[config.mk]
export PLATFORM = sky130hd
export DESIGN_NAME = sdsf_front
export DESIGN_NICKNAME = d
export VERILOG_FILES = /design/src/sdsf_pkg.sv /design/src/sdsf_front.sv
export SDC_FILE = /design/constraint.sdc
export NUM_CORES = 1
export LEC_CHECK = 0
export ABC_AREA = 1
export BUFFER_PORTS_ARGS = -buffer_cell sky130_fd_sc_hd__buf_2
export CORE_AREA = 2 2 74 76
export DETAILED_ROUTE_END_ITERATION = 16
export DIE_AREA = 0 0 76 78
export GPL_TIMING_DRIVEN = 0
export SYNTH_ARGS = -nofsm -noshare
export SYNTH_HDL_FRONTEND = slang
export SYNTH_SLANG_ARGS = --single-unit
[constraint.sdc]
create_clock -name clk -period 0.8 [get_ports clk]
set_input_delay 0.04 -clock clk [delete_from_list [all_inputs] [get_ports clk]]
set_output_delay 0.04 -clock clk [all_outputs]
set_load 0.02 [all_outputs]
[src/sdsf_pkg.sv]
`timescale 1ns / 1ps
// Shared types and constants for the sketch density sample filter.
// Used by every module under src; depends on nothing else.
package sdsf_pkg;

  // Default geometry of the count store
  localparam int N_EXP_DEF   = 4;
  localparam int REPS_DEF    = 4;
  localparam int BUCKETS_DEF = 1024;

  // Fixed field widths
  localparam int CMD_W   = 1;
  localparam int EXP_W   = 2;
  localparam int REP_W   = 2;
  localparam int HASH_W  = 32;
  localparam int LABEL_W = 64;
  localparam int CNT_W   = 32;
  localparam int TOTAL_W = 35;
  localparam int THR_W   = 32;

  // Stream packing
  localparam int IN_DATA_W  = HASH_W + LABEL_W;      // hash, label
  localparam int IN_USER_W  = CMD_W + EXP_W + REP_W; // cmd, experiment, repetition
  localparam int OUT_DATA_W = LABEL_W;               // label_out
  localparam int OUT_USER_W = EXP_W + 1;             // exp_out, keep

  // Command codes
  localparam logic [CMD_W-1:0] CMD_ADD   = 1'b0;
  localparam logic [CMD_W-1:0] CMD_CLEAR = 1'b1;

  // Bucket remainder by reciprocal multiplication: cycles spent in the front end
  localparam int DIV_STEPS = 3;

  // Depth of the queue between front and back
  localparam int Q_DEPTH = 4;

  // Control part of one queued command
  typedef struct packed {
    logic             is_clear;
    logic             rep_first;
    logic             rep_last;
    logic [EXP_W-1:0] exp;
  } item_ctl_t;

endpackage

[src/sdsf_front.sv]
`timescale 1ns / 1ps
// Front end: accepts stream items, drops out-of-range adds, reduces the hash
// to a bucket and forms the store address. Depends on sdsf_pkg.
module sdsf_front #(
  parameter int N_EXP   = sdsf_pkg::N_EXP_DEF,
  parameter int REPS    = sdsf_pkg::REPS_DEF,
  parameter int BUCKETS = sdsf_pkg::BUCKETS_DEF,
  localparam int ROW_N  = N_EXP * REPS,
  localparam int ROW_W  = (ROW_N > 1) ? $clog2(ROW_N) : 1,
  localparam int ADDR_W = $clog2(ROW_N * BUCKETS)
) (
  input  logic                             clk,
  input  logic                             rst_n,
  input  logic                             in_tvalid,
  output logic                             in_tready,
  input  logic [sdsf_pkg::IN_DATA_W-1:0]   in_tdata,
  input  logic [sdsf_pkg::IN_USER_W-1:0]   in_tuser,
  input  logic                             sweep_busy,
  input  logic                             q_full,
  output logic                             q_push,
  output sdsf_pkg::item_ctl_t              q_ctl,
  output logic [ADDR_W-1:0]                q_addr,
  output logic [sdsf_pkg::LABEL_W-1:0]     q_label
);

  localparam int BKT_W = $clog2(BUCKETS);
  localparam bit BKT_POW2 = (BUCKETS & (BUCKETS - 1)) == 0;
  localparam int STEP_W = (sdsf_pkg::DIV_STEPS > 1) ? $clog2(sdsf_pkg::DIV_STEPS) : 1;
  localparam logic [STEP_W-1:0] STEP_LAST = STEP_W'(sdsf_pkg::DIV_STEPS - 1);
  localparam int RCP_SH = sdsf_pkg::HASH_W + BKT_W;
  localparam logic [63:0] RCP_M =
    ((64'd1 << RCP_SH) + 64'(BUCKETS) - 64'd1) / 64'(BUCKETS);
  localparam logic [sdsf_pkg::HASH_W-1:0] RCP_LO = RCP_M[sdsf_pkg::HASH_W-1:0];
  localparam logic RCP_HI = RCP_M[sdsf_pkg::HASH_W];
  localparam int PROD_W = 2 * sdsf_pkg::HASH_W + 1;

  localparam logic FS_IDLE = 1'b0;
  localparam logic FS_DIV  = 1'b1;

  logic                           fs_r, fs_nxt;
  logic [STEP_W-1:0]              step_r, step_nxt;
  logic [BKT_W-1:0]               rem_r, rem_nxt;
  logic [PROD_W-1:0]              prod_r, prod_nxt;
  logic [sdsf_pkg::HASH_W-1:0]    sh_r;
  sdsf_pkg::item_ctl_t            hold_ctl_r;
  logic [ROW_W-1:0]               hold_row_r;
  logic [sdsf_pkg::LABEL_W-1:0]   hold_label_r;

  logic [sdsf_pkg::CMD_W-1:0]     cmd;
  logic [sdsf_pkg::EXP_W-1:0]     exp_in;
  logic [sdsf_pkg::REP_W-1:0]     rep_in;
  logic [sdsf_pkg::HASH_W-1:0]    hash_in;
  logic [sdsf_pkg::LABEL_W-1:0]   label_in;
  sdsf_pkg::item_ctl_t            ctl_in;
  logic [ROW_W-1:0]               row_in, row_sel;
  logic [BKT_W-1:0]               bkt_sel;
  logic [2*sdsf_pkg::HASH_W-1:0]  mul_lo;
  logic [sdsf_pkg::HASH_W-1:0]    quo;
  logic                           accept, in_range, start_div;

  // Unpack the stream fields
  assign cmd      = in_tuser[0];
  assign exp_in   = in_tuser[2:1];
  assign rep_in   = in_tuser[4:3];
  assign hash_in  = in_tdata[31:0];
  assign label_in = in_tdata[95:32];

  // Classify the item
  assign in_range = (32'(exp_in) < 32'(N_EXP)) && (32'(rep_in) < 32'(REPS));
  assign row_in   = ROW_W'(32'(exp_in) * 32'(REPS) + 32'(rep_in));

  always_comb begin
    ctl_in.is_clear  = (cmd == sdsf_pkg::CMD_CLEAR);
    ctl_in.rep_first = (rep_in == '0);
    ctl_in.rep_last  = (32'(rep_in) == 32'(REPS - 1));
    ctl_in.exp       = exp_in;
  end

  // Take items only from idle, with queue room, outside a clearing pass
  assign in_tready = (fs_r == FS_IDLE) && !q_full && !sweep_busy;
  assign accept    = in_tvalid && in_tready;
  assign start_div = accept && !ctl_in.is_clear && in_range && !BKT_POW2;

  // Bucket remainder by reciprocal multiplication: product, then quotient and remainder
  always_comb begin
    mul_lo   = {{sdsf_pkg::HASH_W{1'b0}}, sh_r} * {{sdsf_pkg::HASH_W{1'b0}}, RCP_LO};
    prod_nxt = PROD_W'(mul_lo) +
               (RCP_HI ? {1'b0, sh_r, {sdsf_pkg::HASH_W{1'b0}}} : PROD_W'(0));
    quo      = sdsf_pkg::HASH_W'(prod_r >> RCP_SH);
    rem_nxt  = BKT_W'(sh_r - quo * sdsf_pkg::HASH_W'(BUCKETS));
  end

  // Select what goes into the queue
  always_comb begin
    q_push  = 1'b0;
    q_ctl   = ctl_in;
    row_sel = row_in;
    bkt_sel = hash_in[BKT_W-1:0];
    q_label = label_in;
    if (fs_r == FS_IDLE) begin
      if (accept && (ctl_in.is_clear || (in_range && BKT_POW2))) begin
        q_push = 1'b1;
      end
    end else begin
      q_ctl   = hold_ctl_r;
      row_sel = hold_row_r;
      bkt_sel = rem_r;
      q_label = hold_label_r;
      q_push  = (step_r == STEP_LAST);
    end
  end

  assign q_addr = ADDR_W'(32'(row_sel) * 32'(BUCKETS) + 32'(bkt_sel));

  // Sequencer next state
  always_comb begin
    fs_nxt   = fs_r;
    step_nxt = step_r;
    unique case (fs_r)
      FS_IDLE: begin
        step_nxt = '0;
        if (start_div) begin
          fs_nxt = FS_DIV;
        end
      end
      FS_DIV: begin
        step_nxt = step_r + 1'b1;
        if (step_r == STEP_LAST) begin
          fs_nxt = FS_IDLE;
        end
      end
      default: fs_nxt = FS_IDLE;
    endcase
  end

  always_ff @(posedge clk) begin
    if (!rst_n) begin
      fs_r   <= FS_IDLE;
      step_r <= '0;
    end else begin
      fs_r   <= fs_nxt;
      step_r <= step_nxt;
    end
  end

  // Hold the item and advance the remainder
  always_ff @(posedge clk) begin
    if (start_div) begin
      sh_r         <= hash_in;
      hold_ctl_r   <= ctl_in;
      hold_row_r   <= row_in;
      hold_label_r <= label_in;
    end else if (fs_r == FS_DIV) begin
      prod_r <= prod_nxt;
      rem_r  <= rem_nxt;
    end
  end

endmodule

## Word level (Yosys, flattened, before mapping)

Cells that the tools add are included.

- Bits in registers: 3
- Output and inout bits: 85

- Add/subtract/negate cells: 3
- Equality and inequality tests: 2
- Muxes and demuxes: 9
- Bitwise gates (word level): 1
- Reductions and logical operators: 6

Operator list:

| operator | number |
|---|---|
| two-way mux 64 bit | 1 |
| adder 14 x 10 -> 14 bit | 1 |
| two-way mux 10 bit | 1 |
| two-way mux 5 bit | 1 |
| adder 4 x 2 -> 4 bit | 1 |
| == test 2 bit, second input constant | 2 |
| two-way mux 4 bit | 1 |
| case mux 2 bit (2 select lines) | 1 |
| logical AND 1 bit | 3 |
| two-way mux 1 bit | 3 |
| adder 2 x 1 -> 2 bit, second input constant | 1 |
| logical NOT 1 bit | 2 |
| logical NOT 2 bit | 1 |
| case mux 1 bit (2 select lines) | 1 |
| inverter 1 bit | 1 |

## Depth between registers and ports, before layout

Gate-level depths: netlist (run 1).

- Depth in word-level cells: 6
- Mapped depth: 4

## Worst setup path after synthesis (run 1)

Ideal clock, no wire load.

- Path kind: register to output
- Start point: register fs_r
- End point: output in_tready
- Data arrival time: 0.832 ns
- Data required time: 0.760 ns
- Slack: -0.072 ns
- Stages on the path, launching flop included: 2
- Path buffers: 0
- Cell sequence: dfxtp_1 nor3_1

- Word-level cells in the longest chain between the ends: 3

RTL lines:

| item | RTL line | source |
|---|---|---|
| from (decl) | sdsf_front.sv:40 | `logic fs_r, fs_nxt;` |
| from (signal assigned) | sdsf_front.sv:141 | `fs_r <= fs_nxt;` |
| inverter 1 bit | - |  |
| logical AND 1 bit (2 in series) | sdsf_front.sv:80 | `assign in_tready = (fs_r == FS_IDLE) && !q_full && !sweep_busy;` |
| to (decl) | sdsf_front.sv:15 | `output logic in_tready,` |

No other way between the ends.

## Worst setup path in the final report (run 1)

- Start point: register step_r[0]
- End point: output q_push

- Word-level cells in the longest chain between the ends: 2

RTL lines:

| item | RTL line | source |
|---|---|---|
| from (decl) | sdsf_front.sv:41 | `logic [STEP_W-1:0] step_r, step_nxt;` |
| from (signal assigned) | sdsf_front.sv:142 | `step_r <= step_nxt;` |
| == test 2 bit | sdsf_front.sv:109 | `q_push = (step_r == STEP_LAST);` |
| two-way mux 1 bit | sdsf_front.sv:100 | `if (fs_r == FS_IDLE) begin` |
| to (decl) | sdsf_front.sv:20 | `output logic q_push,` |

No other way between the ends.

==> summary.txt, run 1 <==
Timing
  • Sum Neg Setup Slack: -0.2360 ns
  • Worst slew pin tran: approximately 0.13 ns
  • Minimum hold slack: 0.08032 ns
  • Minimum clock period: between 0.9 and 1 ns
  • Slew margin rel.: roughly nine tenths
  • RSZ-0062 raised after global routing: true
  • Setup ws final: -0.1874 ns
  • Clk_skew: 0.003381 ns
  • Final hold violation count: 0
  • FMAX: ~1000 MHz
  • Max-slew violation count: 0
  • Final worst path period share: 123.4%
  • Final setup vio count: 2

Worst setup path
  • Reg2reg path depth: 3
  • CP top delay family: flip-flops
  • WS Path Type: reg -> out
  • Crit-path slowest cell: dfxtp_2
  • Startpoint Class: flip-flop
  • WP buf/inv: 2
  • Delay of the slowest cell on the worst path: 0.32 ns
  • Data arrival, critical path: approximately 0.95 ns
  • RR Endpoint: step_r[1]
  • R2R Setup Slk: ~0.060 ns
  • Cell mode on critical path: nand2_1
  • CP cell instances: inv_2, ha_4, nand2_1, nand2_1, buf_6
  • Data required time of the worst path: between 0.7 and 0.8 ns
  • Reg2Reg Launch Point: step_r[0]
  • Crit path max fanout: 2
  • CP Capture Type: output port

Placed design
  • Hpwl dp: ~1.9 mm
  • IO buf count: 91
  • RePlAce Congestion: about 0.66
  • Number of placed cells counting well taps: 260
  • Area after DPL: ~1300 µm²

Hold path
  • WHS Path Cells: 3
  • Endpoint, Worst Hold: step_r[0]
  • Hold Path Class: in -> reg
  • Min-delay src: rst_n

CTS
  • # H-tree levels: 1
  • Hold Buf Count CTS: 0
  • Clock root cell: clkbuf_8
  • Clk slew on worst S/H paths: ~0.030 ns
  • Clock Tree Buf Depth: 2
  • Clock latency on the worst-skew pair: 0.21 ns
  • TritonCTS clock tree: done
  • CTS sink cnt: 3
  • Inserted Clock Buffers: 3

Yosys
  • Syn Nets: 206
  • Asr flop ratio synth: 0%
  • Mux cell area share after synthesis: 0%
  • Cells after synthesis: slightly below 100
  • Mapped Avg Cell Area: approximately 7.5 µm²
  • Post-Synth Adder-Cell Area: 1.695%
  • Area share of the largest cell type after synthesis: a little over 80%
  • Register bit total from synthesis: 3
  • Compound-Gate Fraction of Synth Area: 0%
  • Cell area after synthesis: approximately 740 µm²
  • Dominant synthesized flop cell: dfxtp_1
  • Most frequent cells after synthesis: buf_4, nor2_1, dfxtp_1, inv_1, nand2_1
  • Largest area contributor in the netlist: buf_4
  • Largest family of logic cells by synthesized area: buffers and inverters
  • Most common cell in the synthesized netlist: buf_4
  • Main area contributors after synthesis: buf_4, dfxtp_1, nor2_1
  • Yosys cell types: 9
  • Post-synth EDFFs: 0
  • Seq/Total Area, Yosys: 8.136%
  • Synthesis Warnings: 0
  • Synth Area in Simple Gates: between 6 and 7%
  • Xor/xnor share of the synthesized area: 0%

Layout
  • Area Growth Syn to Fin: 84.58%
  • Layout cells sized above 1: between 90% and 100%
  • Post-Layout Cell Count: approximately 270
  • Final nets: 303
  • # fillers: 530
  • Post-route cell area: ~1400 µm²
  • Ant diodes: 0

Power and ir drop
  • Leakage: between 0.0008 and 0.0009 µW
  • Worst VDD drop: 780.5 µV
  • Design Power: between 1000 and 1500 µW
  • PwrDens: a little over 1000 nW/µm²

Floorplanning
  • # rows: 26
  • Horiz. Die Dim: approximately 76 µm
  • Core area: 5042 µm²
  • Die area: about 5900 µm²
  • Io pins: between 150 and 200
  • Initial core utilization: between 10 and 15%
  • Die height: slightly below 80 µm

Global route
  • Vias in the first global route: ~700
  • Largest net degree at the start of global routing: 5
  • Grt total ovfl: 0
  • Tot GR Track Use: 5.451%
  • Initial antenna violation count: 0
  • First-pass GRT wire length: approximately 2.8 mm

Status
  • Status: complete, but fails checks
  • Failing checks: negative setup slack

Route
  • DR pass1 iterations: 3
  • Vias per cell: between 3 and 4
  • Detailed Route Iter0 Violations: 1
  • WL/cell: about 7.4 µm
  • WL final: about 2.0 mm
  • Final ANT Viol Nets: 0
  • Detailed-route DRC error count: 0
  • DR vias: slightly above 800

Flow run
  • Maxcap violations: 0
-- layout by cell type, fill, tap and decap left out, types with 2 or more instances in the layout --
cell | Yosys | layout
nand2_1 | 3 | 3
inv_1 | 3 | 2
clkbuf_8 | 0 | 3
buf_2 | 0 | 89
nor2_1 | 5 | 5
dfxtp_2 | 0 | 2
buf_4 | 81 | 83
-- flip-flops by register name, indices dropped and copies added, names as in the netlist --
name    flops
step_r      2
fs_r        1
-- worst max path at each step --
stage / start / to / slack (ns) / depth (start not counted)
after detailed placement: step_r[0] / q_push / -0.06 / 5
after global routing: step_r[0] / q_push / -0.23 / 5
after global placement: step_r[0] / q_push / -0.06 / 5
after floorplan: step_r[0] / q_push / 0.04 / 4
after CTS: step_r[0] / q_push / -0.19 / 5
final: step_r[0] / q_push / -0.19 / 5
-- cell type report --
| cell class | instances | area, µm² | share of cell area [%] |
|---|---|---|---|
| flip-flops and latches | 3 | 62.56 | 4.591 |
| well taps | 70 | 87.58 | 6.428 |
| clock buffers | 4 | 45.04 | 3.306 |
| inverters | 3 | 11.26 | 0.8264 |
| multi-input cells | 12 | 76.32 | 5.601 |
| repair buffers | 92 | 471.7 | 34.62 |
| plain buffers | 81 | 608.1 | 44.63 |
-- worst register-to-register path: stages, from the launching register on --
cell	delay, ns
dfxtp_2	0.32
inv_2	0.04
ha_4	0.24
nor2_1	0.03
-- cells by family after synthesis --
| family | count (synthesis) |
|---|---|
| simple gates | 11 |
| buf+inv | 84 |
| fa+ha+maj | 1 |
| flops | 3 |
-- repair_timing --
| item | CTS | global route |
|---|---|---|
| pin swaps | 4 | 0 |
| resized for setup | 8 | 0 |
| setup endpoints to repair | 2 | 2 |
| hold endpoints to repair | 0 | 0 |
| buffers inserted | 1 | 0 |
| cloned | 0 | 0 |
-- layer usage --
layer  vias to the layer above  wire [µm]  part of all wire [%]  global-route usage (%)
li1                        407          -                     -                       -
met1                       311        508                    26                   4.606
met2                        94       1064                    54                   11.34
met3                         2        390                    20                   2.674
met4                         0          4                  0.20                   1.091
met5                         -          0                     0                       0
-- metrics by stage --
step,setup WS (ns),utilization [%]
floorplan,0.03643,-
global placement,-0.05983,25.51
detailed placement,-0.05901,25.51
CTS,-0.1945,27.02
global route,-0.2311,27.02
finish,-0.1874,27.02
-- power breakdown --
group,switching [µW],internal (µW)
registers,0,151
clock network,97.1,340
logic,415,412
(Power assumes the default switching activity.)
==> run 2, diff against run 1 <==
PLACE_DENSITY = 0.7   (was unset)
==> summary.txt, run 2 (synthesis results as in run 1) <==
Status
  • Status: complete, but fails checks
  • Failing checks: negative setup slack

Floorplanning
  • # rows: 26 (unchanged)
  • Die area: 5928 µm² (unchanged)
  • Horiz. Die Dim: 76 µm (unchanged)
  • Io pins: 191 (unchanged)
  • Initial core utilization: 14.64% (unchanged)
  • Die height: 78 µm (unchanged)
  • Core area: 5042 µm² (unchanged)

Placed design
  • Place WS: -0.06017 ns (-0.001161 ns)
  • RePlAce Congestion: 0.6917 (+4.4%)
  • Number of placed cells counting well taps: 260 (unchanged)
  • Hpwl dp: 2.007 mm (+7.0%)
  • IO buf count: 91 (unchanged)

Global route
  • Largest net degree at the start of global routing: 5 (unchanged)
  • Grt total ovfl: 0 (unchanged)
  • Initial antenna violation count: 0 (unchanged)
  • First-pass GRT wire length: 3.139 mm (+11%)
  • Tot GR Track Use: 6.356% (+0.91 points)
  • Vias in the first global route: 730 (+5.0%)

Route
  • WL/cell: 8.478 µm (+14%)
  • WL final: 2.272 mm (+16%)
  • Detailed-route DRC error count: 0 (unchanged)
  • Detailed Route Iter0 Violations: 9 (+8)
  • Final ANT Viol Nets: 0 (unchanged)
  • DR pass1 iterations: 4 (+1)
  • Vias per cell: 3.172 (+3.3%)
  • DR vias: 850 (+4.4%)

CTS
  • Clock root cell: clkbuf_8
  • Clk slew on worst S/H paths: 0.03 ns (about the same)
  • Inserted Clock Buffers: 3 (unchanged)
  • Clock Tree Buf Depth: 2 (unchanged)
  • Clock latency on the worst-skew pair: 0.21 ns (about the same)
  • TritonCTS clock tree: done
  • CTS sink cnt: 3 (unchanged)
  • # H-tree levels: 1 (unchanged)

Power and ir drop
  • Worst VDD drop: 835.7 µV (+7.1%)
  • PwrDens: 1017 nW/µm² (-2.1%)
  • Leakage: 0.0008681 µW (+1.8%)

Layout
  • Biggest register: step_r
  • Max reg flops: 2 (unchanged)
  • Final nets: 306 (+0.99%)
  • # fillers: 530 (unchanged)
  • Ant diodes: 0 (unchanged)
  • Layout cells sized above 1: 94.95% (+1.6 points)
  • Biggest regs: step_r: 2 flops, fs_r: 1 flops
  • Most common cell after layout, fill and taps aside: buf_2
  • Area Growth Syn to Fin: 88.98%
  • Post-Layout Cell Count: 268 (+1.1%)
  • Area of the multi-input gates: 83.83 µm² (+9.8%)
  • Most frequent cells in the layout: buf_2, buf_4, nor2_1
  • Reg area: 65.06 µm² (+4.0%)

Timing
  • RSZ-0062 raised after global routing: true
  • Max-slew violation count: 0 (unchanged)
  • Final setup vio count: 2 (unchanged)
  • Minimum clock period: 1.010 ns (+0.02272 ns)
  • Setup ws final: -0.2101 ns (-0.02272 ns)
  • Worst slew pin tran: 0.1211 ns (-0.01034 ns)
  • FMAX: 990.0 MHz (-2.2%)
  • Final worst path period share: 126.3% (+2.8 points)
  • Slew margin rel.: 91.88% (+0.69 points)
  • Final hold violation count: 0 (unchanged)
  • Clk_skew: 0.003226 ns (-0.0001552 ns)

Worst setup path
  • R2R Setup Slk: 0.02 ns (-0.04 ns)
  • CP cell instances: inv_2, ha_4, nand2_2, nand2_2, buf_6
  • Cell mode on critical path: nand2_2
  • CP Capture Type: output port
  • Crit-path slowest cell: dfxtp_2
  • Crit path max fanout: 2 (unchanged)
  • Delay of the slowest cell on the worst path: 0.33 ns (about the same)
  • Startpoint Class: flip-flop
  • WS Path Type: reg -> out
  • Data arrival, critical path: 0.97 ns (+0.02 ns)
  • Data required time of the worst path: 0.76 ns (about the same)

Hold path
  • Hold Path Class: in -> reg

Flow run
  • Maxcap violations: 0 (unchanged)
run 2: cell count changes in the layout (fill, tap and decap cells not counted):
cell	previous run	this run
buf_4	83	86
dfxtp_2	2	1
dfxtp_4	0	1
nand2_1	3	1
nand2_2	1	3
nor2_1	5	4
nor2_2	0	1
run 2: what timing repair did:
action                     CTS  global route
setup buffers                2             2
pin swaps                    4             2
setup endpoints to repair    3             2
resized for setup            8             4
hold buffers                 0             0
run 2: final timing paths:
| kind | cells after the start | from | to |
|---|---|---|---|
| worst max-delay path | 5 | step_r[0] | q_push |
| worst min-delay path | 3 | rst_n | fs_r |
| worst max register to register | 4 | step_r[0] | fs_r |
| worst min register to register | 2 | step_r[1] | step_r[1] |
run 2: worst max-delay path: cells and delay by family, from the launching register on:
| family | cells | cell delay, ns |
|---|---|---|
| AND/OR/NAND/NOR | 2 | 0.10 |
| adder cells (fa/ha/maj) | 1 | 0.15 |
| buffers and inverters | 2 | 0.17 |
| flip-flops | 1 | 0.33 |
run 2: metal layers:
layer / wire (µm) / vias to the layer above / track usage (%) / share of wire, %
met5: 0 / - / 0 / 0
met4: 13 / 0 / 1.636 / 0.57
met3: 355 / 2 / 1.744 / 16
met2: 1329 / 102 / 14.73 / 58
met1: 573 / 333 / 4.878 / 25
li1: - / 413 / - / -
run 2: cell type report:
type	instances	share of cell area, %
Multi-Input combinational cell	12	6.009
Timing Repair Buffer	95	35.43
Tap cell	70	6.278
Buffer	81	43.59
Inverter	3	0.8072
Clock buffer	4	3.229
Sequential cell	3	4.664
run 2: where the power goes:
group	leakage (µW)	switching [µW]	internal [µW]	total, µW
clock	0.0000228	101	340	441
sequential	0.0000255	0	147	147
combinational	0.000820	418	412	830
run 2: stage by stage:
| stage | power (µW) | util (%) | area (µm²) | setup TNS [ns] | hold WS [ns] |
|---|---|---|---|---|---|
| after floorplan | 766.1 | - | 743.2 | 0 | 0.1256 |
| after global placement | 980.5 | 25.51 | 1286 | -0.05475 | 0.2835 |
| after detailed placement | 985.9 | 25.51 | 1286 | -0.06017 | 0.2918 |
| after CTS | 1434 | 27.17 | 1370 | -0.2328 | 0.07176 |
| after global routing | 1490 | 27.67 | 1395 | -0.3386 | 0.09620 |
| final | 1418 | 27.67 | 1395 | -0.2691 | 0.07918 |
