--- src/sdsf_pkg.sv ---
`timescale 1ns / 1ps
// Shared types and constants for the sketch density sample filter.
// Used by every module under src; depends on nothing else.
package sdsf_pkg;

  // Default geometry of the count store
  localparam int N_EXP_DEF   = 4;
  localparam int REPS_DEF    = 4;
  localparam int BUCKETS_DEF = 1024;

  // Fixed field widths
  localparam int CMD_W   = 1;
  localparam int EXP_W   = 2;
  localparam int REP_W   = 2;
  localparam int HASH_W  = 32;
  localparam int LABEL_W = 64;
  localparam int CNT_W   = 32;
  localparam int TOTAL_W = 35;
  localparam int THR_W   = 32;

  // Stream packing
  localparam int IN_DATA_W  = HASH_W + LABEL_W;      // hash, label
  localparam int IN_USER_W  = CMD_W + EXP_W + REP_W; // cmd, experiment, repetition
  localparam int OUT_DATA_W = LABEL_W;               // label_out
  localparam int OUT_USER_W = EXP_W + 1;             // exp_out, keep

  // Command codes
  localparam logic [CMD_W-1:0] CMD_ADD   = 1'b0;
  localparam logic [CMD_W-1:0] CMD_CLEAR = 1'b1;

  // Bucket remainder by reciprocal multiplication: cycles spent in the front end
  localparam int DIV_STEPS = 3;

  // Depth of the queue between front and back
  localparam int Q_DEPTH = 4;

  // Control part of one queued command
  typedef struct packed {
    logic             is_clear;
    logic             rep_first;
    logic             rep_last;
    logic [EXP_W-1:0] exp;
  } item_ctl_t;

endpackage

--- src/sdsf_queue.sv ---
`timescale 1ns / 1ps
// Short first-word-fall-through queue between the front and back ends.
// Depends on sdsf_pkg for its default depth.
module sdsf_queue #(
  parameter int W     = 8,
  parameter int DEPTH = sdsf_pkg::Q_DEPTH
) (
  input  logic         clk,
  input  logic         rst_n,
  input  logic         push,
  input  logic [W-1:0] din,
  input  logic         pop,
  output logic [W-1:0] dout,
  output logic         empty,
  output logic         full
);

  localparam int PTR_W = (DEPTH > 1) ? $clog2(DEPTH) : 1;
  localparam int CNT_W = $clog2(DEPTH + 1);

  logic [W-1:0]     slot_r [DEPTH];
  logic [PTR_W-1:0] wr_ptr_r, rd_ptr_r;
  logic [CNT_W-1:0] count_r;
  logic             do_push, do_pop;

  assign empty   = (count_r == '0);
  assign full    = (count_r == CNT_W'(DEPTH));
  assign do_push = push && !full;
  assign do_pop  = pop && !empty;
  assign dout    = slot_r[rd_ptr_r];

  // Advance pointers and fill count
  always_ff @(posedge clk) begin
    if (!rst_n) begin
      wr_ptr_r <= '0;
      rd_ptr_r <= '0;
      count_r  <= '0;
    end else begin
      if (do_push) begin
        wr_ptr_r <= (wr_ptr_r == PTR_W'(DEPTH - 1)) ? '0 : wr_ptr_r + 1'b1;
      end
      if (do_pop) begin
        rd_ptr_r <= (rd_ptr_r == PTR_W'(DEPTH - 1)) ? '0 : rd_ptr_r + 1'b1;
      end
      if (do_push && !do_pop) begin
        count_r <= count_r + 1'b1;
      end else if (do_pop && !do_push) begin
        count_r <= count_r - 1'b1;
      end
    end
  end

  // Store the pushed entry
  always_ff @(posedge clk) begin
    if (do_push) begin
      slot_r[wr_ptr_r] <= din;
    end
  end

  a_no_push_when_full: assert property (@(posedge clk) disable iff (!rst_n)
    push |-> !full)
    else $error("queue pushed while full");

endmodule

--- config.mk ---
export PLATFORM = sky130hd
export DESIGN_NAME = sdsf_queue
export DESIGN_NICKNAME = d
export VERILOG_FILES = /design/src/sdsf_pkg.sv /design/src/sdsf_queue.sv
export SDC_FILE = /design/constraint.sdc
export NUM_CORES = 1
export LEC_CHECK = 0
export ABC_AREA = 1
export ABC_CLOCK_PERIOD_IN_PS = 1850
export BUFFER_PORTS_ARGS = -buffer_cell sky130_fd_sc_hd__buf_2
export CAP_MARGIN = 15
export CELL_PAD_IN_SITES_DETAIL_PLACEMENT = 1
export CELL_PAD_IN_SITES_GLOBAL_PLACEMENT = 1
export CORE_MARGIN = 2
export CORE_UTILIZATION = 35
export CTS_CLUSTER_DIAMETER = 40
export DETAILED_ROUTE_END_ITERATION = 7
export PLACE_DENSITY_LB_ADDON = 0.1
export RECOVER_POWER = 25
export SLEW_MARGIN = 20
export SYNTH_ARGS = -nofsm -noshare
export SYNTH_HDL_FRONTEND = slang
export SYNTH_SLANG_ARGS = --single-unit
--- constraint.sdc ---
create_clock -name clk -period 1.85 [get_ports clk]
set_clock_uncertainty 0.15 [all_clocks]
set_input_delay 0.0925 -clock clk [delete_from_list [all_inputs] [get_ports clk]]
set_output_delay 0.0925 -clock clk [all_outputs]
set_load 0.005 [all_outputs]
[Word-level counts from Yosys, hierarchy flattened]
Memory sizes are Yosys's and may differ from the RTL's. A register that Yosys moved wholly into a read port is not among the register bits.
Cells that the tools add are included.
Cells by class
  add/sub/neg operators: 4
  reductions and logical operators: 10
  mux-type cells: 8
  equality and inequality tests: 3
Operators by type and width (count)
  $mux 2: 4
  $mux 3: 2
  $add 2x1->2 const B: 2
  $eq 2x2->1 const B: 2
  $logic_and 1x1->1: 4
  $logic_not 1->1: 4
  $add 3x1->3 const B: 1
  $eq 3x3->1 const B: 1
  $logic_not 3->1: 1
  $sub 3x1->3 const B: 1
  $mux 1: 2
  $reduce_bool 2->1: 1
Storage, ports and cells
  memory bits (writable): 32
  memories kept: 1
  output and inout port bits: 10
  flip-flop bits (word level): 7
  input bits: 12
Memories
  slot_r: words 4, bits a word 8, read ports 1, clocked after memory_dff 1, write ports 1, line sdsf_queue.sv:21  | logic [W-1:0] slot_r [DEPTH];

[Longest topological paths before layout]
Gate-level depths: netlist (run 1).
  depth after elaboration: 7
  gate-level depth with buffers: 13
  gate-level depth less buffers: 13

[Least setup slack after synthesis (run 1)]
OpenSTA, ideal clock, no wires.
  path kind: register to register
  start: register count_r[1]
  end: register count_r[1]
  setup slack: 0.010 ns
  stages on the path, launching flop included: 10
  path buffers: 0
  required time: 1.584 ns
  arrival: 1.574 ns
  library setup time: 0.116 ns
  cells stage by stage: dfxtp_1 -> nor2_1 -> nand2_1 -> nand2_2 -> inv_1 -> ha_1 -> inv_1 -> fa_1 -> o21ai_0 -> nor2_1
Between the ends
  longest elaborated chain between the ends: 6
  elaborated cells on any way between the ends: 15
RTL lines
  start, declared: line sdsf_queue.sv:23  | logic [CNT_W-1:0] count_r;
  start signal, assigned: line sdsf_queue.sv:46  | count_r <= count_r + 1'b1;
  start signal, assigned: line sdsf_queue.sv:48  | count_r <= count_r - 1'b1;
  $eq 3x3->1 (*): line sdsf_queue.sv:27  | assign full = (count_r == CNT_W'(DEPTH));
  $logic_not 1->1 (*): line sdsf_queue.sv:28  | assign do_push = push && !full;
  $logic_and 1x1->1 (*): line sdsf_queue.sv:28
  named net do_push: line sdsf_queue.sv:24  | logic do_push, do_pop;
  $logic_not 1->1: line sdsf_queue.sv:47  | end else if (do_pop && !do_push) begin
  $logic_and 1x1->1: line sdsf_queue.sv:47
  $reduce_bool 2->1 (no line)
The timed path passes the listed nets; every way through them passes the cells marked *. The select of a mux whose other input is x is not followed.
A chain may end at the register's enable or synchronous reset.

[Worst setup path after layout (run 1)]
Same ends and word-level chain as after synthesis.

==> metrics.json, run 1 <==
{
  "initial_utilization": {"value": 36.1, "unit": "%"},
  "timing.critical_path.max_delay_family": {"value": "adder cells"},
  "final_core_utilization": {"value": 46.3, "unit": "%"},
  "clock_sinks": {"value": 41},
  "critical_path_required": {"value": 1.88, "unit": "ns"},
  "detailroute.via_count": {"value": 1222},
  "slew_viol_final": {"value": 0},
  "synthToLayoutAreaGrowth": {"value": 28.2, "unit": "%"},
  "synth_warnings": {"value": 0},
  "cpMaxStageDelayCell": {"value": "fa_2"},
  "rr_startpoint": {"value": "count_r[1]"},
  "report.power.total": {"value": 0.00301, "unit": "W"},
  "crit_path_start_kind": {"value": "flip-flop"},
  "hold_class": {"value": "in -> reg"},
  "min_delay_path_depth": {"value": 4},
  "yosys-mux-area-fraction": {"value": 0, "unit": "%"},
  "critical_path_arrival": {"value": 1.84, "unit": "ns"},
  "synth_xor_xnor_area_share": {"value": 0, "unit": "%"},
  "p_leak": {"value": 0.869, "unit": "nW"},
  "reg2regPathDepth": {"value": 9},
  "hold-worst-slack": {"value": 0.0849, "unit": "ns"},
  "grt_max_degree": {"value": 17},
  "hold_viol_final": {"value": 0},
  "cts-buffers-inserted": {"value": 5},
  "r2r-end": {"value": "count_r[1]"},
  "clk_transition_reported_paths": {"value": 0.07, "unit": "ns"},
  "r2r_setup_slack": {"value": 0.04, "unit": "ns"},
  "cpPeakStageDelay": {"value": 0.43, "unit": "ns"},
  "clock_insertion_delay_at_the_later_pin_of_the_skew_report": {"value": 0.29, "unit": "ns"},
  "place.detailed.hpwl": {"value": 2490, "unit": "um"},
  "wl_per_cell": {"value": 14.6, "unit": "um"},
  "place.port_buffers": {"value": 21},
  "largest_family_of_logic_cells_by_synthesized_area": {"value": "simple AND/OR/NAND/NOR gates"},
  "synth_adder_area_share": {"value": 5.62, "unit": "%"},
  "synth_top_area_cell": {"value": "edfxtp_1"},
  "row_count": {"value": 25},
  "vias_per_cell": {"value": 4.93},
  "cp_max_fo": {"value": 3},
  "synth_register_bits": {"value": 41},
  "setup_violations": {"value": 0},
  "gate_count_of_the_mapped_netlist": {"value": 148},
  "syn_nets": {"value": 167},
  "die-height": {"value": 73.5, "unit": "um"},
  "clock-root-buffer": {"value": "clkbuf_8"},
  "top_level_ports": {"value": 22},
  "min_period": {"value": 1.81, "unit": "ns"},
  "worst_slew_margin_rel": {"value": 79.4, "unit": "%"},
  "crit_buf_inv": {"value": 2},
  "grt_remaining_overflow": {"value": 0},
  "detail_route.iter0.violations": {"value": 47},
  "synth.avg_cell_area": {"value": 11.4, "unit": "sq um"},
  "drcViolationCount": {"value": 0},
  "crit_chain": {"value": "nor2_4, nand2_2, nand2_2, inv_1, ha_4, inv_2, fa_2, o21ai_1, nor2_1"},
  "gp_congestion": {"value": 0.809},
  "drv.max_cap_violation_count": {"value": 0},
  "outcome": {"value": "finished clean"},
  "critPathKind": {"value": "reg -> reg"},
  "core_area": {"value": 4690, "unit": "sq um"},
  "count_of_unique_library_cells_instantiated_by_yosys": {"value": 18},
  "fraction_of_layout_instances_using_a_drive_strength_above_1": {"value": 26.8, "unit": "%"},
  "chipWidth": {"value": 73.5, "unit": "um"},
  "finalCritPeriodShare": {"value": 98.0, "unit": "%"},
  "fmax": {"value": 552, "unit": "MHz"},
  "worstMarginPinSlew": {"value": 0.309, "unit": "ns"},
  "route.final.wire_length": {"value": 3620, "unit": "um"},
  "power-per-cell-area": {"value": 1390, "unit": "nW/um^2"},
  "final.fill_count": {"value": 501},
  "wire_length_of_the_first_global_routing_pass": {"value": 5710, "unit": "um"},
  "leading_cell_types_in_the_layout_fill_and_taps_excluded": {"value": "32 x nor2_1, 32 x edfxtp_1, 16 x inv_1, 16 x buf_2, 13 x o21ai_0"},
  "maximum_vdd_ir_drop": {"value": 0.000629, "unit": "V"},
  "synth_seq_area_share": {"value": 67.4, "unit": "%"},
  "grt_antenna_before_repair": {"value": 0},
  "cts_tree": {"value": "done"},
  "hold_wc_startpoint": {"value": "pop"},
  "final_net_count": {"value": 212},
  "simple_gate_portion_of_the_synthesized_area": {"value": 11.9, "unit": "%"},
  "rsz0062_at_grt": {"value": "yes"},
  "drtAntennaViolNets": {"value": 0},
  "min_delay_worst_endpoint": {"value": "count_r[0]"},
  "mappedNetlistArea": {"value": 1690, "unit": "sq um"},
  "ctsHtreeMaxLevel": {"value": 2},
  "critPathCaptureType": {"value": "flip-flop"},
  "drt_first_pass_iters": {"value": 3},
  "ant_cells": {"value": 0},
  "grt.total_usage": {"value": 14.4, "unit": "%"},
  "synth-compound-area-share": {"value": 9.53, "unit": "%"},
  "die_area": {"value": 5410, "unit": "sq um"},
  "first_global_vias": {"value": 1257},
  "cts_buffer_depth": {"value": 2},
  "synthTopCellsByArea": {"value": "edfxtp_1 57%, dfxtp_1 11%, nor2_1 7.3%"},
  "synth_top_area_share": {"value": 56.8, "unit": "%"},
  "critical-path-top-cell-by-count": {"value": "nand2_2"}
}
[worst max-delay path by stage]
| stage | start | end | depth (start not counted) |
|---|---|---|---|
| floorplan | count_r[1] | count_r[1] | 9 |
| global placement | count_r[1] | count_r[1] | 9 |
| finish | count_r[1] | count_r[1] | 9 |
| detailed placement | count_r[1] | count_r[1] | 9 |
| CTS | count_r[0] | count_r[1] | 9 |
| global route | count_r[1] | count_r[2] | 12 |
[power by group]
part | switching [W] | total [W] | internal, W | leakage (nW)
Combinational | 0.000569 | 0.00101 | 0.000439 | 0.441
Sequential | 0.000116 | 0.00128 | 0.00116 | 0.370
Clock | 0.000287 | 0.000727 | 0.000440 | 0.0585
Total | 0.000972 | 0.00301 | 0.00204 | 0.869
[metal layers]
| layer | share of wire (%) | GRT usage, % |
|---|---|---|
| met1 | 40 | 16.5 |
| met2 | 55 | 25.3 |
| met3 | 2.4 | 3.57 |
| met4 | 2.2 | 6.46 |
| met5 | 0 | 0 |
[state kept, by name, summed over array words and instances (netlist names), named ones only]
| name | cells |
|---|---|
| slot_r | 32 |
| count_r | 3 |
| rd_ptr_r | 2 |
| wr_ptr_r | 2 |
[kinds of logic after synthesis]
family,after synthesis
AO/OA/AOI/OAI,28
AND/OR/NAND/NOR,51
flip-flops,41
buffers and inverters,21
adder cells (fa/ha/maj),7
[worst register-to-register path, delay by kind of cell (launching register included)]
| kind | cells | cell delay [ns] |
|---|---|---|
| and+or+nand+nor | 4 | 0.32 |
| buffers and inverters | 2 | 0.15 |
| AOI/OAI and AO/OA | 1 | 0.13 |
| adders and majority gates | 2 | 0.59 |
| DFF | 1 | 0.36 |
[final cells by class]
cell class / instances / area, sq um / share of cell area, %
clock buffers: 7 / 86.3 / 3.98
clock inverters: 1 / 30.0 / 1.38
inverters: 19 / 71.3 / 3.29
flip-flops and latches: 41 / 1150 / 53.0
repair buffers: 40 / 267 / 12.3
well taps: 54 / 67.6 / 3.11
multi-input cells: 86 / 498 / 22.9
[synth_stat cells]
cell      instances
nor2_1           33
buf_6             2
inv_2             1
nand4_1           1
o21ai_0          14
o22ai_1           8
nand2_1          14
ha_1              6
o21ai_2           3
nand2_2           1
a21oi_1           2
nand3_1           1
nand3b_1          1
dfxtp_1           9
inv_1            18
edfxtp_1         32
fa_1              1
o21ai_1           1
[through the flow]
step	instances	setup TNS, ns	cell area [sq um]	setup WS (ns)
finish	248	0	2170	0.0379
global route	248	-0.115	2170	-0.0681
CTS	247	0	2130	0.00128
detailed placement	229	-0.116	1900	-0.0790
global placement	229	0	1900	0.0481
floorplan	148	0	1690	0.00989
[timing repair]
| item | 4_1_cts | 5_1_grt |
|---|---|---|
| hold buffers | 10 | 0 |
| gates resized for setup | 6 | 14 |
| pin swaps | 3 | 5 |
| setup buffers | 0 | 1 |
| cloned | 0 | 0 |
| endpoints found under the hold margin | 41 | 0 |
| endpoints found under the setup margin | 2 | 7 |
No activity file was read; power rests on OpenSTA's default activity.
==> inputs of run 2 (changes only) <==
- ABC_CLOCK_PERIOD_IN_PS: 1850 -> 1960
- REMOVE_ABC_BUFFERS: not set -> 1
- clock period: 1.85 -> 1.96 ns (I/O delays scaled with it)
==> metrics.json, run 2 (synthesized netlist as in run 1, its figures left out) <==
{
  "outcome": {"value": "finished clean"},
  "synthToLayoutAreaGrowth": {"value": 26.0, "unit": "%"},
  "crit_path_start_kind": {"value": "flip-flop"},
  "grt_antenna_before_repair": {"value": 0, "change": "unchanged"},
  "ant_cells": {"value": 0, "change": "unchanged"},
  "slew_viol_final": {"value": 0, "change": "unchanged"},
  "cts_buffer_depth": {"value": 2, "change": "unchanged"},
  "final-seq-area": {"value": 1140, "unit": "sq um", "change": "-0.65%"},
  "fmax": {"value": 542, "unit": "MHz", "change": "-1.8%"},
  "final_net_count": {"value": 211, "change": "-0.47%"},
  "worst_slew_margin_rel": {"value": 76.6, "unit": "%", "change": "-2.7 points"},
  "maximum_vdd_ir_drop": {"value": 0.000506, "unit": "V", "change": "-20%"},
  "detailroute.via_count": {"value": 1170, "change": "-4.3%"},
  "core_area": {"value": 4690, "unit": "sq um", "change": "unchanged"},
  "drv.max_cap_violation_count": {"value": 0, "change": "unchanged"},
  "p_leak": {"value": 0.860, "unit": "nW", "change": "-1.1%"},
  "route.final.wire_length": {"value": 3420, "unit": "um", "change": "-5.7%"},
  "first_global_vias": {"value": 1271, "change": "+1.1%"},
  "fraction_of_layout_instances_using_a_drive_strength_above_1": {"value": 21.8, "unit": "%", "change": "-5.0 points"},
  "drt_first_pass_iters": {"value": 4, "change": "+1"},
  "place.detailed.hpwl": {"value": 2410, "unit": "um", "change": "-3.0%"},
  "cpMaxStageDelayCell": {"value": "fa_2"},
  "gp_congestion": {"value": 0.743, "change": "-8.3%"},
  "clock_insertion_delay_at_the_later_pin_of_the_skew_report": {"value": 0.29, "unit": "ns", "change": "about the same"},
  "grt_remaining_overflow": {"value": 0, "change": "unchanged"},
  "crit_chain": {"value": "nor2_4, nand2_2, nand2_2, inv_1, ha_1, inv_1, fa_2, o21ai_2, nor2_1"},
  "post-route-cell-area": {"value": 2130, "unit": "sq um", "change": "-1.7%"},
  "post-place-cells": {"value": 228, "change": "-0.44%"},
  "final.fill_count": {"value": 520, "change": "+3.8%"},
  "die-height": {"value": 73.5, "unit": "um", "change": "unchanged"},
  "reg.largest.list": {"value": "slot_r: 32 flops, count_r: 3 flops"},
  "row_count": {"value": 25, "change": "unchanged"},
  "hold_viol_final": {"value": 0, "change": "unchanged"},
  "postLayoutSetupSlackWorst": {"value": 0.115, "unit": "ns", "change": "+0.0769 ns"},
  "cpPeakStageDelay": {"value": 0.45, "unit": "ns", "change": "+0.02 ns"},
  "ctsHtreeMaxLevel": {"value": 2, "change": "unchanged"},
  "hold_class": {"value": "in -> reg"},
  "crit_buf_inv": {"value": 2, "change": "unchanged"},
  "critical_path_arrival": {"value": 1.88, "unit": "ns", "change": "+0.04 ns"},
  "min_period": {"value": 1.85, "unit": "ns", "change": "+0.0331 ns"},
  "post_dp_cell_area": {"value": 1900, "unit": "sq um", "change": "-0.39%"},
  "cp_max_fo": {"value": 4, "change": "+1"},
  "place.port_buffers": {"value": 21, "change": "unchanged"},
  "die_area": {"value": 5410, "unit": "sq um", "change": "unchanged"},
  "clock_sinks": {"value": 41, "change": "unchanged"},
  "power-per-cell-area": {"value": 1270, "unit": "nW/um^2", "change": "-8.5%"},
  "multi_input_comb_area": {"value": 474, "unit": "sq um", "change": "-4.8%"},
  "detail_route.iter0.violations": {"value": 41, "change": "-13%"},
  "flip_flop_count_of_the_largest_register_after_layout": {"value": 32, "change": "unchanged"},
  "vias_per_cell": {"value": 4.74, "change": "-3.9%"},
  "timing.critical_path.max_delay_family": {"value": "adder cells"},
  "chipWidth": {"value": 73.5, "unit": "um", "change": "unchanged"},
  "finalCritPeriodShare": {"value": 94.1, "unit": "%", "change": "-3.8 points"},
  "worstMarginPinSlew": {"value": 0.350, "unit": "ns", "change": "+0.0410 ns"},
  "drcViolationCount": {"value": 0, "change": "unchanged"},
  "setup_violations": {"value": 0, "change": "unchanged"},
  "wire_length_of_the_first_global_routing_pass": {"value": 5780, "unit": "um", "change": "+1.1%"},
  "largest_register": {"value": "slot_r"},
  "grt.total_usage": {"value": 14.4, "unit": "%", "change": "-0.037 points"},
  "clk_transition_reported_paths": {"value": 0.08, "unit": "ns", "change": "about the same"},
  "hold-worst-slack": {"value": 0.142, "unit": "ns", "change": "+0.0571 ns"},
  "cts-buffers-inserted": {"value": 5, "change": "unchanged"},
  "report.power.total": {"value": 0.00271, "unit": "W", "change": "-10%"},
  "fin_cells": {"value": 247, "change": "-0.40%"},
  "initial_utilization": {"value": 36.1, "unit": "%", "change": "unchanged"},
  "critPathCaptureType": {"value": "flip-flop"},
  "critical_path_required": {"value": 2.00, "unit": "ns", "change": "+0.12 ns"},
  "grt_max_degree": {"value": 17, "change": "unchanged"},
  "wl_per_cell": {"value": 13.8, "unit": "um", "change": "-5.3%"},
  "cts_tree": {"value": "done"},
  "critPathKind": {"value": "reg -> reg"},
  "clock-root-buffer": {"value": "clkbuf_8"},
  "top_level_ports": {"value": 22, "change": "unchanged"},
  "drtAntennaViolNets": {"value": 0, "change": "unchanged"},
  "leading_cell_types_in_the_layout_fill_and_taps_excluded": {"value": "32 x nor2_1, 32 x edfxtp_1, 18 x inv_1"},
  "detailedPlace.worstSlack": {"value": 0.0177, "unit": "ns", "change": "+0.0966 ns"}
}
==> run 2: through the flow <==
step	TNS (ns)	util (%)
2_1_floorplan	0	-
3_3_place_gp	0	40.4
3_5_place_dp	0	40.4
4_1_cts	0	45.2
5_1_grt	-0.00853	45.5
6_report	0	45.5
==> run 2: what timing repair did <==
item,in CTS,in global routing
buffers inserted,0,0
resized for setup,0,8
hold endpoints to repair,41,0
hold buffers,11,0
endpoints found under the setup margin,0,2
==> run 2: per-layer routing <==
layer | wire [um] | part of all wire, % | vias to the layer above | track usage, %
met5 | 0 | 0 | - | 0
met4 | 48 | 1.4 | 0 | 6.06
met3 | 110 | 3.2 | 5 | 3.16
met2 | 1870 | 55 | 17 | 26.3
met1 | 1390 | 41 | 558 | 15.9
li1 | - | - | 590 | -
==> run 2: worst paths after layout <==
path | start | to | slack, ns | cells past startpoint
setup / recovery | count_r[1] | count_r[1] | 0.11 | 9
hold / removal | pop | rd_ptr_r[1] | 0.14 | 5
setup reg to reg | count_r[1] | count_r[1] | 0.11 | 9
hold reg to reg | count_r[0] | count_r[0] | 0.38 | 2
==> run 2: final cells by class <==
type | instances | area share (%)
multi-input cells | 86 | 22.2
repair buffers | 39 | 12.3
well taps | 54 | 3.17
flip-flops and latches | 41 | 53.6
clock buffers | 7 | 5.04
clock inverters | 1 | 0.352
inverters | 19 | 3.34
==> run 2: worst register-to-register path: stages, from the launching register on <==
cell     delay (ns)
dfxtp_2        0.36
nor2_4         0.12
nand2_2        0.08
nand2_2        0.07
inv_1          0.05
ha_1           0.20
inv_1          0.09
fa_2           0.45
o21ai_2        0.14
nor2_1         0.05
==> run 2: where the power goes <==
| part | total, W | switching (W) | internal [W] | leakage (nW) |
|---|---|---|---|---|
| clock network | 0.000649 | 0.000286 | 0.000363 | 0.0556 |
| registers | 0.00119 | 0.000110 | 0.00109 | 0.368 |
| logic | 0.000865 | 0.000493 | 0.000372 | 0.436 |
| total | 0.00271 | 0.000889 | 0.00182 | 0.860 |
==> inputs of run 3 (changes only) <==
- ABC_AREA: 1 -> 0
- CAP_MARGIN: 15 -> not set
- SETUP_SLACK_MARGIN: not set -> 0.3
==> metrics.json, run 3 <==
{
  "grt.total_usage": {"value": 13.5, "unit": "%", "change": "-0.92 points"},
  "r2r-end": {"value": "count_r[2]"},
  "die-height": {"value": 72.3, "unit": "um", "change": "-1.8%"},
  "wire_length_of_the_first_global_routing_pass": {"value": 5140, "unit": "um", "change": "-11%"},
  "synth_top_area_cell": {"value": "edfxtp_1"},
  "fmax": {"value": 459, "unit": "MHz", "change": "-15%"},
  "reg.largest.list": {"value": "slot_r: 32 flops, count_r: 3 flops"},
  "final_net_count": {"value": 163, "change": "-23%"},
  "min_delay_path_depth": {"value": 3, "change": "-2"},
  "count_of_unique_library_cells_instantiated_by_yosys": {"value": 23, "change": "+5"},
  "drtAntennaViolNets": {"value": 0, "change": "unchanged"},
  "clock_insertion_delay_at_the_later_pin_of_the_skew_report": {"value": 0.29, "unit": "ns", "change": "about the same"},
  "hold_class": {"value": "in -> reg"},
  "synth.avg_cell_area": {"value": 17.5, "unit": "sq um", "change": "+53%"},
  "gp_congestion": {"value": 0.694, "change": "-6.5%"},
  "gate_count_of_the_mapped_netlist": {"value": 93, "change": "-37%"},
  "row_count": {"value": 24, "change": "-4.0%"},
  "cts-buffers-inserted": {"value": 5, "change": "unchanged"},
  "largest_register": {"value": "slot_r"},
  "flip_flop_count_of_the_largest_register_after_layout": {"value": 32, "change": "unchanged"},
  "core_area": {"value": 4410, "unit": "sq um", "change": "-5.9%"},
  "synth_async_sr_flop_share": {"value": 0, "unit": "%", "change": "unchanged"},
  "crit_path_start_kind": {"value": "flip-flop"},
  "rr_startpoint": {"value": "count_r[2]"},
  "tns": {"value": -0.219, "unit": "ns", "change": "-0.219 ns"},
  "ant_cells": {"value": 0, "change": "unchanged"},
  "r2r_setup_slack": {"value": -0.22, "unit": "ns", "change": "-0.33 ns"},
  "hold_wc_startpoint": {"value": "rst_n"},
  "chipWidth": {"value": 72.3, "unit": "um", "change": "-1.8%"},
  "place.detailed.hpwl": {"value": 2130, "unit": "um", "change": "-12%"},
  "cp_max_fo": {"value": 3, "change": "-1"},
  "cts_tree": {"value": "done"},
  "fraction_of_layout_instances_using_a_drive_strength_above_1": {"value": 44.8, "unit": "%", "change": "+23 points"},
  "clk_transition_reported_paths": {"value": 0.07, "unit": "ns", "change": "about the same"},
  "clock-root-buffer": {"value": "clkbuf_8"},
  "drt_first_pass_iters": {"value": 4, "change": "unchanged"},
  "hold_viol_final": {"value": 0, "change": "unchanged"},
  "min_delay_worst_endpoint": {"value": "wr_ptr_r[0]"},
  "synth.most_common_cell": {"value": "edfxtp_1"},
  "netlist_top_cells_count": {"value": "32 x edfxtp_1, 9 x dfxtp_1, 8 x mux4_2, 6 x ha_1, 6 x nand2_1"},
  "leading_cell_types_in_the_layout_fill_and_taps_excluded": {"value": "32 x edfxtp_1, 12 x buf_2, 10 x buf_4"},
  "power-per-cell-area": {"value": 1220, "unit": "nW/um^2", "change": "-3.8%"},
  "critPathCaptureType": {"value": "flip-flop"},
  "outcome": {"value": "finished, violations left"},
  "synth_top_area_share": {"value": 58.9, "unit": "%", "change": "+2.2 points"},
  "postLayoutSetupSlackWorst": {"value": -0.219, "unit": "ns", "change": "-0.334 ns"},
  "slew_viol_final": {"value": 0, "change": "unchanged"},
  "layout.cells.most_common": {"value": "edfxtp_1"},
  "critical_path_required": {"value": 2.00, "unit": "ns", "change": "about the same"},
  "synth_edf_count": {"value": 32, "change": "unchanged"},
  "first_global_vias": {"value": 1056, "change": "-17%"},
  "violated_checks": {"value": "setup timing"},
  "wl_per_cell": {"value": 16.4, "unit": "um", "change": "+19%"},
  "p_leak": {"value": 0.837, "unit": "nW", "change": "-2.7%"},
  "cts_buffer_depth": {"value": 2, "change": "unchanged"},
  "synth_warnings": {"value": 0, "change": "unchanged"},
  "worst_slew_margin_rel": {"value": 83.3, "unit": "%", "change": "+6.7 points"},
  "detail_route.iter0.violations": {"value": 45, "change": "+9.8%"},
  "setup_violations": {"value": 1, "change": "+1"},
  "grt_max_degree": {"value": 13, "change": "-4"},
  "clock_sinks": {"value": 41, "change": "unchanged"},
  "drv.max_cap_violation_count": {"value": 0, "change": "unchanged"},
  "detailedPlace.worstSlack": {"value": -0.308, "unit": "ns", "change": "-0.326 ns"},
  "detailroute.via_count": {"value": 943, "change": "-19%"},
  "route.final.wire_length": {"value": 3240, "unit": "um", "change": "-5.3%"},
  "ctsHtreeMaxLevel": {"value": 2, "change": "unchanged"},
  "fin_cells": {"value": 197, "change": "-20%"},
  "initial_utilization": {"value": 36.9, "unit": "%", "change": "+0.85 points"},
  "top_level_ports": {"value": 22, "change": "unchanged"},
  "worstMarginPinSlew": {"value": 0.251, "unit": "ns", "change": "-0.0994 ns"},
  "maximum_vdd_ir_drop": {"value": 0.000517, "unit": "V", "change": "+2.3%"},
  "vias_per_cell": {"value": 4.79, "change": "+1.1%"},
  "finalCritPeriodShare": {"value": 111, "unit": "%", "change": "+17 points"},
  "critPathKind": {"value": "reg -> reg"},
  "post-place-cells": {"value": 176, "change": "-23%"},
  "die_area": {"value": 5220, "unit": "sq um", "change": "-3.5%"},
  "rsz0062_at_grt": {"value": "yes"},
  "grt_remaining_overflow": {"value": 0, "change": "unchanged"},
  "synthToLayoutAreaGrowth": {"value": 37.5, "unit": "%"},
  "mappedNetlistArea": {"value": 1630, "unit": "sq um", "change": "-3.7%"},
  "grt_antenna_before_repair": {"value": 0, "change": "unchanged"},
  "synth-main-ff-cell": {"value": "edfxtp_1"},
  "synth_seq_area_share": {"value": 70.0, "unit": "%", "change": "+2.6 points"},
  "synthTopCellsByArea": {"value": "edfxtp_1 59%, dfxtp_1 11%, mux4_2 11%"},
  "drcViolationCount": {"value": 0, "change": "unchanged"},
  "reg2regPathDepth": {"value": 8, "change": "-1"},
  "synth_register_bits": {"value": 41, "change": "unchanged"},
  "min_period": {"value": 2.18, "unit": "ns", "change": "+0.334 ns"},
  "critical_path_arrival": {"value": 2.22, "unit": "ns", "change": "+0.34 ns"},
  "place.port_buffers": {"value": 21, "change": "unchanged"}
}
[run 3: final cells by class]
class / instances / area, sq um
well taps: 52 / 65.1
multi-input cells: 45 / 498
clock buffers: 7 / 86.3
fillers: 435 / 2170
repair buffers: 48 / 400
flip-flops and latches: 41 / 1150
clock inverters: 1 / 30.0
inverters: 3 / 11.3
[run 3: kinds of logic after synthesis]
family	Yosys count	synth area share, %
AOI/OAI and AO/OA	5	1.84
xor gates and xnor gates	2	1.07
adders and majority gates	7	5.83
buffers and inverters	7	1.76
DFF	41	70.0
muxes	11	12.9
and+or+nand+nor	20	6.60
[run 3: critical path, stage by stage, from the launching register on]
cell,delay [ns]
dfxtp_4,0.37
nor3b_4,0.16
nor2b_2,0.14
ha_2,0.21
inv_2,0.04
fa_2,0.34
xor2_1,0.15
or3_1,0.31
a21boi_1,0.21
[run 3: timing repair]
item,in CTS,in global routing
gates resized for setup,13,23
endpoints found under the setup margin,10,42
buffers inserted,3,2
hold endpoints to repair,32,0
pin swaps,2,6
hold buffers,8,0
[run 3: through the flow]
step	hold WS (ns)	total power, W	cell area [sq um]	utilization (%)
after global placement	0.161	0.00183	1890	42.8
after global routing	0.0154	0.00289	2240	50.8
after CTS	0.00241	0.00265	2140	48.5
final	0.00155	0.00274	2240	50.8
after detailed placement	0.166	0.00186	1890	42.8
after floorplan	0.0469	0.00153	1610	-
[run 3: how the worst max path moves through the flow]
stage	from	end	slack, ns	cells after the start
CTS	count_r[2]	count_r[2]	-0.17	7
global placement	count_r[1]	count_r[2]	-0.13	7
floorplan	count_r[0]	count_r[2]	-0.31	8
detailed placement	count_r[1]	count_r[2]	-0.31	7
finish	count_r[2]	count_r[2]	-0.22	8
global route	count_r[2]	count_r[2]	-0.32	8
[run 3: report_power, final]
group | internal (W) | leakage [nW] | switching [W]
sequential | 0.00108 | 0.369 | 0.0000955
clock | 0.000415 | 0.0585 | 0.000275
combinational | 0.000531 | 0.409 | 0.000341
[run 3: per-layer routing]
layer / GRT usage, % / up-vias / wire, um
met2: 24.5 / 14 / 1790
met3: 2.92 / 5 / 79
li1: - / 451 / -
met5: 0 / - / 0
met4: 5.66 / 0 / 48
met1: 15.2 / 473 / 1310
